$ cat src/rtl/core/fshc_pkg.sv
// shared types and constants for the fan speed hysteresis control core
`timescale 1ns / 1ps

package fshc_pkg;

   // field widths
   localparam int TEMP_W  = 8;
   localparam int RPM_W   = 13;
   localparam int DUTY_W  = 7;
   localparam int PWM_W   = 16;
   localparam int HOLD_W  = 24;
   localparam int PROD_W  = DUTY_W + PWM_W;
   localparam int MUL_W   = 24;

   // strategy speeds in rpm
   localparam logic [RPM_W-1:0] RPM_2300 = 13'd2300;
   localparam logic [RPM_W-1:0] RPM_2700 = 13'd2700;
   localparam logic [RPM_W-1:0] RPM_3000 = 13'd3000;
   localparam logic [RPM_W-1:0] RPM_3600 = 13'd3600;
   localparam logic [RPM_W-1:0] RPM_MAX  = 13'd4500;

   // floor(x / 100) == (x * RECIP_100) >> RECIP_SHIFT for x below 2**23
   localparam logic [MUL_W-1:0] RECIP_100   = 24'd10737419;
   localparam int               RECIP_SHIFT = 30;
   localparam logic [DUTY_W-1:0] DUTY_FULL  = 7'd100;

   // register map, word index
   localparam logic [2:0] REG_AMB_LOW  = 3'd0;
   localparam logic [2:0] REG_AMB_HIGH = 3'd1;
   localparam logic [2:0] REG_CEILING  = 3'd2;
   localparam logic [2:0] REG_PERIOD   = 3'd3;
   localparam logic [2:0] REG_HOLD     = 3'd4;

   // input item kinds
   localparam logic KIND_TICK   = 1'b0;
   localparam logic KIND_SAMPLE = 1'b1;

   // result flags
   typedef struct packed {
      logic hold_active;
      logic alarm_raised;
   } rsp_flags_type;

   // duty percent of each strategy speed, piecewise-linear map floored
   //   900/30 1250/40 1900/50 2600/60 3200/70 3800/80 4200/90 4500/100
   function automatic logic [DUTY_W-1:0] duty_of_speed(input logic [RPM_W-1:0] rpm);
      logic [DUTY_W-1:0] duty;
      begin
         case (rpm)
            RPM_2300: duty = 7'd55;
            RPM_2700: duty = 7'd61;
            RPM_3000: duty = 7'd66;
            RPM_3600: duty = 7'd76;
            default:  duty = DUTY_FULL;
         endcase
         return duty;
      end
   endfunction

endpackage

$ cat src/rtl/core/fan_speed_hysteresis_control_core.sv
// top level of the fan speed hysteresis control core
`timescale 1ns / 1ps

// Fan speed control with temperature hysteresis. A sample transaction on req (tuser = 1) carries
// ambient and LED temperature; it yields one rsp transaction with target rpm, duty percent,
// the PWM compare value shared by both fans and the alarm and hold flags. A tick transaction
// (tuser = 0) counts the alarm hold counter down and yields nothing. A sample goes through band
// and hysteresis selection in the accept cycle, then two passes through one shared 24x24
// multiplier (duty times period-1, then a reciprocal multiply for the division by 100), then
// the load of the result register once that register is free. req_tready is high only
// while the sequencer is idle; the result register frees the sequencer so that the next
// transaction is taken while a result still waits on rsp. Registers are written over the
// csr APB port at byte address 4*index and are meant to change only while the core is idle.
module fan_speed_hysteresis_control_core
   import fshc_pkg::*;
(
   input  logic        clock,
   input  logic        reset,
   // request stream
   input  logic        req_tvalid,
   output logic        req_tready,
   input  logic [15:0] req_tdata,   // ambient_temp[7:0], led_temp[15:8]
   input  logic        req_tuser,   // kind
   // response stream
   output logic        rsp_tvalid,
   input  logic        rsp_tready,
   output logic [39:0] rsp_tdata,   // target_rpm[12:0], duty_percent[19:13],
                                    // pwm_compare[35:20], zero[39:36]
   output logic [1:0]  rsp_tuser,   // alarm_raised[0], hold_active[1]
   // configuration port
   input  logic        csr_psel,
   input  logic        csr_penable,
   input  logic        csr_pwrite,
   input  logic [4:0]  csr_paddr,
   input  logic [31:0] csr_pwdata,
   output logic [31:0] csr_prdata,
   output logic        csr_pready
);

   // sequencer states
   localparam logic [1:0] ST_IDLE   = 2'd0;
   localparam logic [1:0] ST_MUL_DP = 2'd1;
   localparam logic [1:0] ST_MUL_RC = 2'd2;
   localparam logic [1:0] ST_RESULT = 2'd3;

   logic [1:0]          state_ff, state_in;

   // configuration registers
   logic [TEMP_W-1:0]   amb_low_ff, amb_low_in;
   logic [TEMP_W-1:0]   amb_high_ff, amb_high_in;
   logic [DUTY_W-1:0]   ceiling_ff, ceiling_in;
   logic [PWM_W-1:0]    period_ff, period_in;
   logic [HOLD_W-1:0]   ticks_ff, ticks_in;

   // hysteresis and hold state
   logic [3:0]          marks1_ff, marks1_in;
   logic [1:0]          marks2_ff, marks2_in;
   logic [HOLD_W-1:0]   hold_ff, hold_in;

   // per-sample working registers
   logic [RPM_W-1:0]    rpm_ff, rpm_in;
   logic [DUTY_W-1:0]   duty_ff, duty_in;
   logic [PWM_W-1:0]    per_ff, per_in;
   rsp_flags_type       flags_ff, flags_in;
   logic [PROD_W-1:0]   prod_ff, prod_in;
   logic [PWM_W-1:0]    pulse_ff, pulse_in;

   // result register
   logic                rsp_valid_ff, rsp_valid_in;
   logic [RPM_W-1:0]    out_rpm_ff, out_rpm_in;
   logic [DUTY_W-1:0]   out_duty_ff, out_duty_in;
   logic [PWM_W-1:0]    out_pulse_ff, out_pulse_in;
   rsp_flags_type       out_flags_ff, out_flags_in;

   logic                req_fire;
   logic                cfg_write;
   logic [2:0]          cfg_index;
   logic                out_free;

   logic [TEMP_W-1:0]   amb;
   logic [TEMP_W-1:0]   led;
   logic                hot;
   logic [RPM_W-1:0]    band_rpm;
   logic [RPM_W-1:0]    final_rpm;
   logic [DUTY_W-1:0]   map_duty;
   logic [HOLD_W-1:0]   hold_load;

   logic [MUL_W-1:0]    mul_a;
   logic [MUL_W-1:0]    mul_b;
   logic [2*MUL_W-1:0]  mul_p;

   assign amb       = req_tdata[7:0];
   assign led       = req_tdata[15:8];
   assign req_tready = (state_ff == ST_IDLE);
   assign req_fire  = req_tvalid && req_tready;
   assign out_free  = !rsp_valid_ff || rsp_tready;

   // apb access
   assign csr_pready = 1'b1;
   assign cfg_index  = csr_paddr[4:2];
   assign cfg_write  = csr_psel && csr_penable && csr_pwrite && csr_pready;

   always_comb begin
      amb_low_in  = amb_low_ff;
      amb_high_in = amb_high_ff;
      ceiling_in  = ceiling_ff;
      period_in   = period_ff;
      ticks_in    = ticks_ff;
      if (cfg_write) begin
         case (cfg_index)
            REG_AMB_LOW:  amb_low_in  = csr_pwdata[TEMP_W-1:0];
            REG_AMB_HIGH: amb_high_in = csr_pwdata[TEMP_W-1:0];
            REG_CEILING:  ceiling_in  = csr_pwdata[DUTY_W-1:0];
            REG_PERIOD:   period_in   = csr_pwdata[PWM_W-1:0];
            REG_HOLD:     ticks_in    = csr_pwdata[HOLD_W-1:0];
            default: ;
         endcase
      end
   end

   always_comb begin
      case (cfg_index)
         REG_AMB_LOW:  csr_prdata = {24'd0, amb_low_ff};
         REG_AMB_HIGH: csr_prdata = {24'd0, amb_high_ff};
         REG_CEILING:  csr_prdata = {25'd0, ceiling_ff};
         REG_PERIOD:   csr_prdata = {16'd0, period_ff};
         REG_HOLD:     csr_prdata = {8'd0, ticks_ff};
         default:      csr_prdata = 32'd0;
      endcase
   end

   // band selection and hysteresis marks
   always_comb begin
      marks1_in = marks1_ff;
      marks2_in = marks2_ff;
      band_rpm  = RPM_MAX;
      hot       = 1'b0;
      if (amb < amb_low_ff) begin
         if (led <= 8'd35) begin
            band_rpm = RPM_2300; marks1_in = 4'b0000;
         end else if (led <= 8'd40) begin
            band_rpm = marks1_ff[0] ? RPM_2700 : RPM_2300;
            marks1_in = {3'b000, marks1_ff[0]};
         end else if (led <= 8'd50) begin
            band_rpm = RPM_2700; marks1_in = 4'b0001;
         end else if (led <= 8'd53) begin
            band_rpm = marks1_ff[1] ? RPM_3000 : RPM_2700;
            marks1_in = {2'b00, marks1_ff[1], 1'b1};
         end else if (led <= 8'd57) begin
            band_rpm = marks1_ff[2] ? RPM_3600 : RPM_3000;
            marks1_in = {1'b0, marks1_ff[2], 2'b11};
         end else if (led <= 8'd60) begin
            band_rpm = marks1_ff[3] ? RPM_MAX : RPM_3600;
            marks1_in = {marks1_ff[3], 3'b111};
         end else begin
            band_rpm = RPM_MAX; marks1_in = 4'b1111; hot = 1'b1;
         end
      end else if (amb < amb_high_ff) begin
         if (led <= 8'd38) begin
            band_rpm = RPM_2700; marks2_in = 2'b00;
         end else if (led <= 8'd40) begin
            band_rpm = marks2_ff[0] ? RPM_3600 : RPM_2700;
            marks2_in = {1'b0, marks2_ff[0]};
         end else if (led <= 8'd53) begin
            band_rpm = RPM_3600; marks2_in = 2'b01;
         end else if (led <= 8'd57) begin
            band_rpm = marks2_ff[1] ? RPM_MAX : RPM_3600;
            marks2_in = {marks2_ff[1], 1'b1};
         end else begin
            band_rpm = RPM_MAX; marks2_in = 2'b11; hot = 1'b1;
         end
      end else begin
         hot = 1'b1;
      end
   end

   // alarm, hold load and duty selection
   always_comb begin
      flags_in.alarm_raised = hot && (hold_ff == '0);
      hold_load             = flags_in.alarm_raised ? ticks_ff : hold_ff;
      flags_in.hold_active  = (hold_load != '0);
      final_rpm             = flags_in.hold_active ? RPM_MAX : band_rpm;
      map_duty              = duty_of_speed(final_rpm);
      duty_in               = (map_duty > ceiling_ff) ? ceiling_ff : map_duty;
      per_in                = (period_ff == '0) ? '0 : period_ff - 16'd1;
      rpm_in                = final_rpm;
   end

   // shared multiplier
   always_comb begin
      if (state_ff == ST_MUL_RC) begin
         mul_a = {{(MUL_W-PROD_W){1'b0}}, prod_ff};
         mul_b = RECIP_100;
      end else begin
         mul_a = {{(MUL_W-DUTY_W){1'b0}}, duty_ff};
         mul_b = {{(MUL_W-PWM_W){1'b0}}, per_ff};
      end
      mul_p = mul_a * mul_b;
   end

   assign prod_in  = mul_p[PROD_W-1:0];
   assign pulse_in = mul_p[RECIP_SHIFT+PWM_W-1:RECIP_SHIFT];

   // sequencer, hold counter and result register
   always_comb begin
      state_in     = state_ff;
      hold_in      = hold_ff;
      rsp_valid_in = rsp_valid_ff && !rsp_tready;
      out_rpm_in   = out_rpm_ff;
      out_duty_in  = out_duty_ff;
      out_pulse_in = out_pulse_ff;
      out_flags_in = out_flags_ff;
      case (state_ff)
         ST_IDLE: begin
            if (req_fire) begin
               if (req_tuser == KIND_TICK) begin
                  if (hold_ff != '0) hold_in = hold_ff - 24'd1;
               end else begin
                  hold_in  = hold_load;
                  state_in = ST_MUL_DP;
               end
            end
         end
         ST_MUL_DP: state_in = ST_MUL_RC;
         ST_MUL_RC: state_in = ST_RESULT;
         ST_RESULT: begin
            if (out_free) begin
               rsp_valid_in = 1'b1;
               out_rpm_in   = rpm_ff;
               out_duty_in  = duty_ff;
               out_pulse_in = pulse_ff;
               out_flags_in = flags_ff;
               state_in     = ST_IDLE;
            end
         end
         default: state_in = ST_IDLE;
      endcase
   end

   wire sample_fire = req_fire && (req_tuser == KIND_SAMPLE);

   always_ff @(posedge clock) begin
      if (reset) begin
         state_ff     <= ST_IDLE;
         amb_low_ff   <= 8'd30;
         amb_high_ff  <= 8'd40;
         ceiling_ff   <= 7'd100;
         period_ff    <= 16'd1919;
         ticks_ff     <= 24'd60000;
         marks1_ff    <= '0;
         marks2_ff    <= '0;
         hold_ff      <= '0;
         rsp_valid_ff <= 1'b0;
      end else begin
         state_ff     <= state_in;
         amb_low_ff   <= amb_low_in;
         amb_high_ff  <= amb_high_in;
         ceiling_ff   <= ceiling_in;
         period_ff    <= period_in;
         ticks_ff     <= ticks_in;
         hold_ff      <= hold_in;
         rsp_valid_ff <= rsp_valid_in;
         if (sample_fire) begin
            marks1_ff <= marks1_in;
            marks2_ff <= marks2_in;
         end
      end
   end

   // payload registers
   always_ff @(posedge clock) begin
      if (sample_fire) begin
         rpm_ff   <= rpm_in;
         duty_ff  <= duty_in;
         per_ff   <= per_in;
         flags_ff <= flags_in;
      end
      if (state_ff == ST_MUL_DP) prod_ff  <= prod_in;
      if (state_ff == ST_MUL_RC) pulse_ff <= pulse_in;
      out_rpm_ff   <= out_rpm_in;
      out_duty_ff  <= out_duty_in;
      out_pulse_ff <= out_pulse_in;
      out_flags_ff <= out_flags_in;
   end

   assign rsp_tvalid = rsp_valid_ff;
   assign rsp_tdata  = {4'd0, out_pulse_ff, out_duty_ff, out_rpm_ff};
   assign rsp_tuser  = {out_flags_ff.hold_active, out_flags_ff.alarm_raised};

   // an alarm or an active hold always forces full speed
   a_alarm_full_speed: assert property (@(posedge clock) disable iff (reset)
      rsp_tvalid && (rsp_tuser[0] || rsp_tuser[1]) |-> rsp_tdata[12:0] == RPM_MAX)
      else $error("alarm or hold result without full speed");

   // duty never exceeds 100 percent, so the compare never exceeds period-1
   a_pulse_bound: assert property (@(posedge clock) disable iff (reset)
      state_ff == ST_RESULT |-> (duty_ff <= DUTY_FULL) && (pulse_ff <= per_ff))
      else $error("duty or compare out of range");

   // the hold counter only grows by loading the hold tick count
   a_hold_load: assert property (@(posedge clock) disable iff (reset)
      !$past(reset) && (hold_ff > $past(hold_ff)) |-> hold_ff == $past(ticks_ff))
      else $error("hold counter grew without a load");

   // a result register is never overwritten while it still waits
   a_no_overwrite: assert property (@(posedge clock) disable iff (reset)
      rsp_valid_ff && !rsp_tready |=> rsp_valid_ff && $stable(out_pulse_ff))
      else $error("pending result lost");

endmodule

$ cat config.mk
export PLATFORM = sky130hd
export DESIGN_NAME = fan_speed_hysteresis_control_core
export DESIGN_NICKNAME = d
export VERILOG_FILES = /design/src/rtl/core/fshc_pkg.sv /design/src/rtl/core/fan_speed_hysteresis_control_core.sv
export SDC_FILE = /design/constraint.sdc
export NUM_CORES = 1
export LEC_CHECK = 0
export BUFFER_PORTS_ARGS = -buffer_cell sky130_fd_sc_hd__buf_2
export CORE_AREA = 2 2 266 268
export DETAILED_ROUTE_END_ITERATION = 12
export DIE_AREA = 0 0 268 270
export SKIP_LAST_GASP = 1
export SLEW_MARGIN = 10
export SYNTH_ARGS = -nofsm -noshare
export SYNTH_HDL_FRONTEND = slang
export SYNTH_SLANG_ARGS = --single-unit
$ cat constraint.sdc
create_clock -name clock -period 11.06 [get_ports clock]
set_clock_uncertainty 0.05 [all_clocks]
set_input_delay 0.553 -clock clock [delete_from_list [all_inputs] [get_ports clock]]
set_output_delay 0.553 -clock clock [all_outputs]
set_load 0.01 [all_outputs]
=== Word level (Yosys, flattened, before mapping) ===
Index checks and enable logic that the tools add are counted.
W data, S select, Z words.

* Register bits after elaboration: 211
* Input bits: 61
* Output and inout bits: 77

* Add/sub/neg operators: 2
* $mul: 1
* $lt $le $gt $ge: 10
* Equality and inequality tests: 20
* Multiplexer cells: 55
* Bitwise gates (word level): 1
* Reduce and logical (&&, ||, !) cells: 30

{| class="wikitable"
|+ Operator list
! cell !! number
|-
| $mux W13 || 15
|-
| $pmux W24 S5 || 1
|-
| $mux W24 || 4
|-
| $le A8 B6 Y1 const B || 7
|-
| $eq A13 B12 Y1 const B || 4
|-
| $reduce_bool A24 Y1 || 2
|-
| $mul A24 B24 Y46 || 1
|-
| $pmux W7 S4 || 1
|-
| $logic_not A24 Y1 || 1
|-
| $mux W4 || 6
|-
| $sub A24 B1 Y24 const B || 1
|-
| $mux W23 || 1
|-
| $mux W11 || 2
|-
| $reduce_and A3 Y1 || 6
|-
| $logic_not A16 Y1 || 1
|-
| $lt A8 B8 Y1 || 2
|-
| $sub A16 B1 Y16 const B || 1
|-
| $mux W1 || 14
|-
| $mux W2 || 7
|-
| $reduce_and A2 Y1 || 6
|-
| $mux W10 || 1
|-
| $mux W9 || 1
|-
| $pmux W2 S4 || 1
|-
| $reduce_and A4 Y1 || 2
|-
| 20 further kinds || 31
|}

=== Depth between registers and ports, before layout ===
* Word-level depth: 16
* Mapped depth: 32
* Mapped depth without buffers: 30

=== Worst setup path after synthesis ===
OpenSTA, ideal clock, no wires.

* Path kind: reg-to-reg
* Start: reg state_ff[0]
* End: reg pulse_ff[13], data pin
* Setup time: 0.267 ns
* Arrival time: 7.897 ns
* Required time: 10.743 ns
* Slack: 2.846 ns
* Stages on the path, launching flop included: 28
* Period minus slack after synthesis: 8.214 ns
* Cell sequence: dfxtp_1 -> inv_1 -> ha_1 -> clkbuf_1 -> clkbuf_1 -> clkbuf_1 -> clkbuf_1 -> nand2_1 -> fa_1 -> inv_1 -> fa_1 -> inv_1 -> fa_1 -> inv_1 -> fa_1 -> fa_1 -> fa_1 -> fa_1 -> ha_1 -> a21oi_1 -> o21ai_0 -> a221o_1 -> nor4_1 -> a311o_1 -> a21oi_1 -> o41ai_1 -> mux2i_1 -> o211ai_1

* Longest elaborated chain between the ends: 3
* Elaborated cells between the ends (all ways): 4
* Classes of those cells: mul: 1; eq/ne: 1; mux: 2

{| class="wikitable"
|+ Ends and longest elaborated chain
! element !! line !! source
|-
| start, declared || fan_speed_hysteresis_control_core.sv:46 || <nowiki>logic [1:0] state_ff, state_in;</nowiki>
|-
| start signal, assigned || fan_speed_hysteresis_control_core.sv:255 || <nowiki>state_ff <= state_in;</nowiki>
|-
| $eq A2 B2 Y1 * || fan_speed_hysteresis_control_core.sv:191 || <nowiki>if (state_ff == ST_MUL_RC) begin</nowiki>
|-
| $mux W23 / $mux W24 (equally long branches) || fan_speed_hysteresis_control_core.sv:191 ||
|-
| $mul A24 B24 Y46 * || fan_speed_hysteresis_control_core.sv:198 || <nowiki>mul_p = mul_a * mul_b;</nowiki>
|-
| net mul_p[43] || fan_speed_hysteresis_control_core.sv:90 || <nowiki>logic [2*MUL_W-1:0] mul_p;</nowiki>
|-
| end signal, assigned || fan_speed_hysteresis_control_core.sv:279 || <nowiki>if (state_ff == ST_MUL_RC) pulse_ff <= pulse_in;</nowiki>
|-
| end, declared || fan_speed_hysteresis_control_core.sv:66 || <nowiki>logic [PWM_W-1:0] pulse_ff, pulse_in;</nowiki>
|}

Mark *: on every way through the listed nets, which the timed path passes. The rest lies on a longest branch.
A chain may end at the register's enable or synchronous reset.

=== Worst setup path in the final report ===
Same ends and word-level chain as after synthesis.

==> results.ini <==
[run_status]
status = complete, no violations

[worst_setup_path]
crit_required_ns = 11.28
critical_path_class = reg2reg
worstPathArrival_ns = 9.22
crit_path_start_kind = flip-flop
cp_max_fo = 71
crit_path_end_kind = flip-flop

[synth]
synthArstFlopShare_pct = 0
synthTopCellsByArea = fa_1 30%, edfxtp_1 14%, ha_1 12%
ys_types = 75
synthCells = 2513
synth_top_flop_cell = edfxtp_1
synth_area_sq_um = 24100
synth_edf_count = 111
synth_top_area_share_pct = 30.4
ys_seq_area_share_pct = 21.8
synth_top_area_cell = fa_1
synth_seq_cells = 207
avgSynthCellArea_sq_um = 9.59
yosysWarnings = 0

[timing]
layout_setup_ws_ns = 2.07
worstMarginPinSlew_ns = 1.14
slew_headroom_pct = 23.9
final-hold-violation-count = 0
rsz0062_at_grt = false
fin_setup_tns_ns = 0
setup_viol = 0
fin_crit_ns = 8.99
fmax_ghz = 0.111
fin_crit_sh_pct = 81.3
final_max_slew_viol_count = 0

[cts]
cts_sinks = 207
path_clk_slew_ns = 0.06
h-tree-depth = 1
cts_root_buf = clkbuf_16
cts_setup_buffers = 0
cts-buffers-inserted = 25
cts-hold-fix-buffers = 0
clk_latency_ns = 0.55
cts.path.max_buffers = 3
cts_tree = yes
cts_resized = 0

[die]
rows = 97
ioPinCount = 138
die_area_sq_um = 72400
die_w_microns = 268
initial_core_util_pct = 34.6
die_h_microns = 270
coreArea_sq_um = 69500

[final_layout]
diodes = 0
syn_to_final_growth_pct = 11.9
seq_area_sq_um = 5260
fill_cells = 7001
drive_gt1_share_pct = 8.18
nNetsFinal = 3368
multi_input_area_sq_um = 16900

[routing]
avgRoutedWirePerCell_microns = 16.6
antenna_left = 0
vias = 17242
drcViolationCount = 0
firstDrtPassIters = 5
wirelength_microns = 60800
drt_iter0_drc = 893
vias_per_cell = 4.70

[global_routing]
grt.total_usage_pct = 17.5
grt_pass1_vias = 18196
antenna_found_initial = 0
grt_pass1_wl_microns = 99700
grt_overflow_total = 0
grt_start_max_net_pins = 97

[place]
portBuffers = 112
place_hpwl_microns = 50100
gp_congestion = 0.892
pre_cts_slack_ns = 2.08

[hold_path]
hp-class = in2reg

[flow_run]
cap_viol_max_count = 0

synth_stat cells, drive strengths merged (27+ instances only):
| master | count |
|---|---|
| dfxtp | 96 |
| a21o | 39 |
| xnor2 | 29 |
| mux2i | 38 |
| ha | 234 |
| clkbuf | 63 |
| fa | 366 |
| o21ai | 62 |
| edfxtp | 111 |
| nand2 | 263 |
| and2 | 59 |
| a21oi | 113 |
| inv | 555 |
| nor2 | 123 |
| nor3 | 27 |
critical path: stages, from the launching register on:
cell and delay [ns]:
dfxtp_1 0.34, inv_1 0.15, ha_4 0.71, buf_12 0.36, nand2_1 0.18, inv_1 0.17
or2_2 0.31, nand2_1 0.12, fa_1 0.49, fa_1 0.51, fa_1 0.55, inv_1 0.05
fa_1 0.48, fa_1 0.52, fa_1 0.51, inv_1 0.06, fa_1 0.48, inv_1 0.04
ha_1 0.33, a21o_1 0.18, a21o_1 0.17, a211oi_1 0.32, or3_1 0.25, a311o_1 0.27
a21oi_1 0.13, o41ai_1 0.61, mux2i_1 0.28, o211ai_1 0.10
path summary, 6_finish.rpt:
| kind | to | slack (ns) | cells after the start | startpoint |
|---|---|---|---|---|
| min | ticks_ff[16]$_SDFFE_PP0P_ | 0.19 | 3 | csr_pwdata[16] |
| min reg2reg | out_pulse_ff[5]$_DFFE_PP_ | 0.37 | 0 | pulse_ff[5]$_DFFE_PN_ |
| max reg2reg | pulse_ff[13]$_DFFE_PN_ | 2.07 | 27 | state_ff[0]$_SDFFE_PP0P_ |
| max | pulse_ff[13]$_DFFE_PN_ | 2.07 | 27 | state_ff[0]$_SDFFE_PP0P_ |
sequential cells by signal (all words and copies together) (netlist names), 8 cells and up:
name          count
pulse_ff         16
amb_low_ff        8
period_ff        16
out_pulse_ff     16
rpm_ff           11
amb_high_ff       8
ticks_ff         24
prod_ff          23
per_ff           16
hold_ff          24
out_rpm_ff       11
final cells by class:
class	count	share of cell area, %
Timing Repair Buffer	130	2.63
Clock buffer	29	2.38
Inverter	555	7.73
Clock inverter	17	0.900
Sequential cell	207	19.5
Multi-Input combinational cell	1788	62.5
Tap cell	940	4.36
cells in the final DEF, fill, tap and decap left out, types with 29 or more instances in the layout:
cell type  Yosys  routed
conb_1         2     127
xnor2_1       29      29
buf_2          2     112
mux2i_1       38      38
a21o_1        39      39
nor2_1       123     122
inv_1        554     554
edfxtp_1     111     111
nand2_1      263     263
fa_1         366     366
ha_1         234     233
and2_1        59      59
dfxtp_1       96      96
a21oi_1      113     112
o21ai_0       61      61
metal layers:
| layer | vias up | global-route usage, % | part of all wire [%] | wire, microns |
|---|---|---|---|---|
| li1 | 8247 | - | - | - |
| met1 | 8539 | 23.6 | 45 | 27300 |
| met2 | 395 | 30.1 | 49 | 29500 |
| met3 | 61 | 1.60 | 4.4 | 2650 |
| met4 | 0 | 4.16 | 2.3 | 1390 |
| met5 | - | 0 | 0 | 0 |
stage by stage:
| stage | std cells | hold slack, ns | utilization, % | area (sq um) |
|---|---|---|---|---|
| 3_3_place_gp | 3620 | 0.351 | 37.5 | 26100 |
| 6_report | 3666 | 0.191 | 38.8 | 27000 |
| 3_5_place_dp | 3620 | 0.357 | 37.5 | 26100 |
| 5_1_grt | 3666 | 0.189 | 38.8 | 27000 |
| 4_1_cts | 3666 | 0.174 | 38.8 | 27000 |
| 2_1_floorplan | 2638 | 0.350 | - | 24600 |
cells by family (layout without fill, tap and decap cells):
kind of cell	count (synthesis)	after routing	share of synthesized area (%)
other cells	2	127	0.0312
fa+ha+maj	600	600	42.6
buf+inv	643	731	10.3
xor+xnor	42	42	1.53
compound gates	348	348	9.52
mux	43	43	1.81
simple gates	628	628	12.4
flops	207	207	21.8
Power is not shown: default switching activity piles up to over one toggle a cycle in this logic, so the estimate is an artifact.
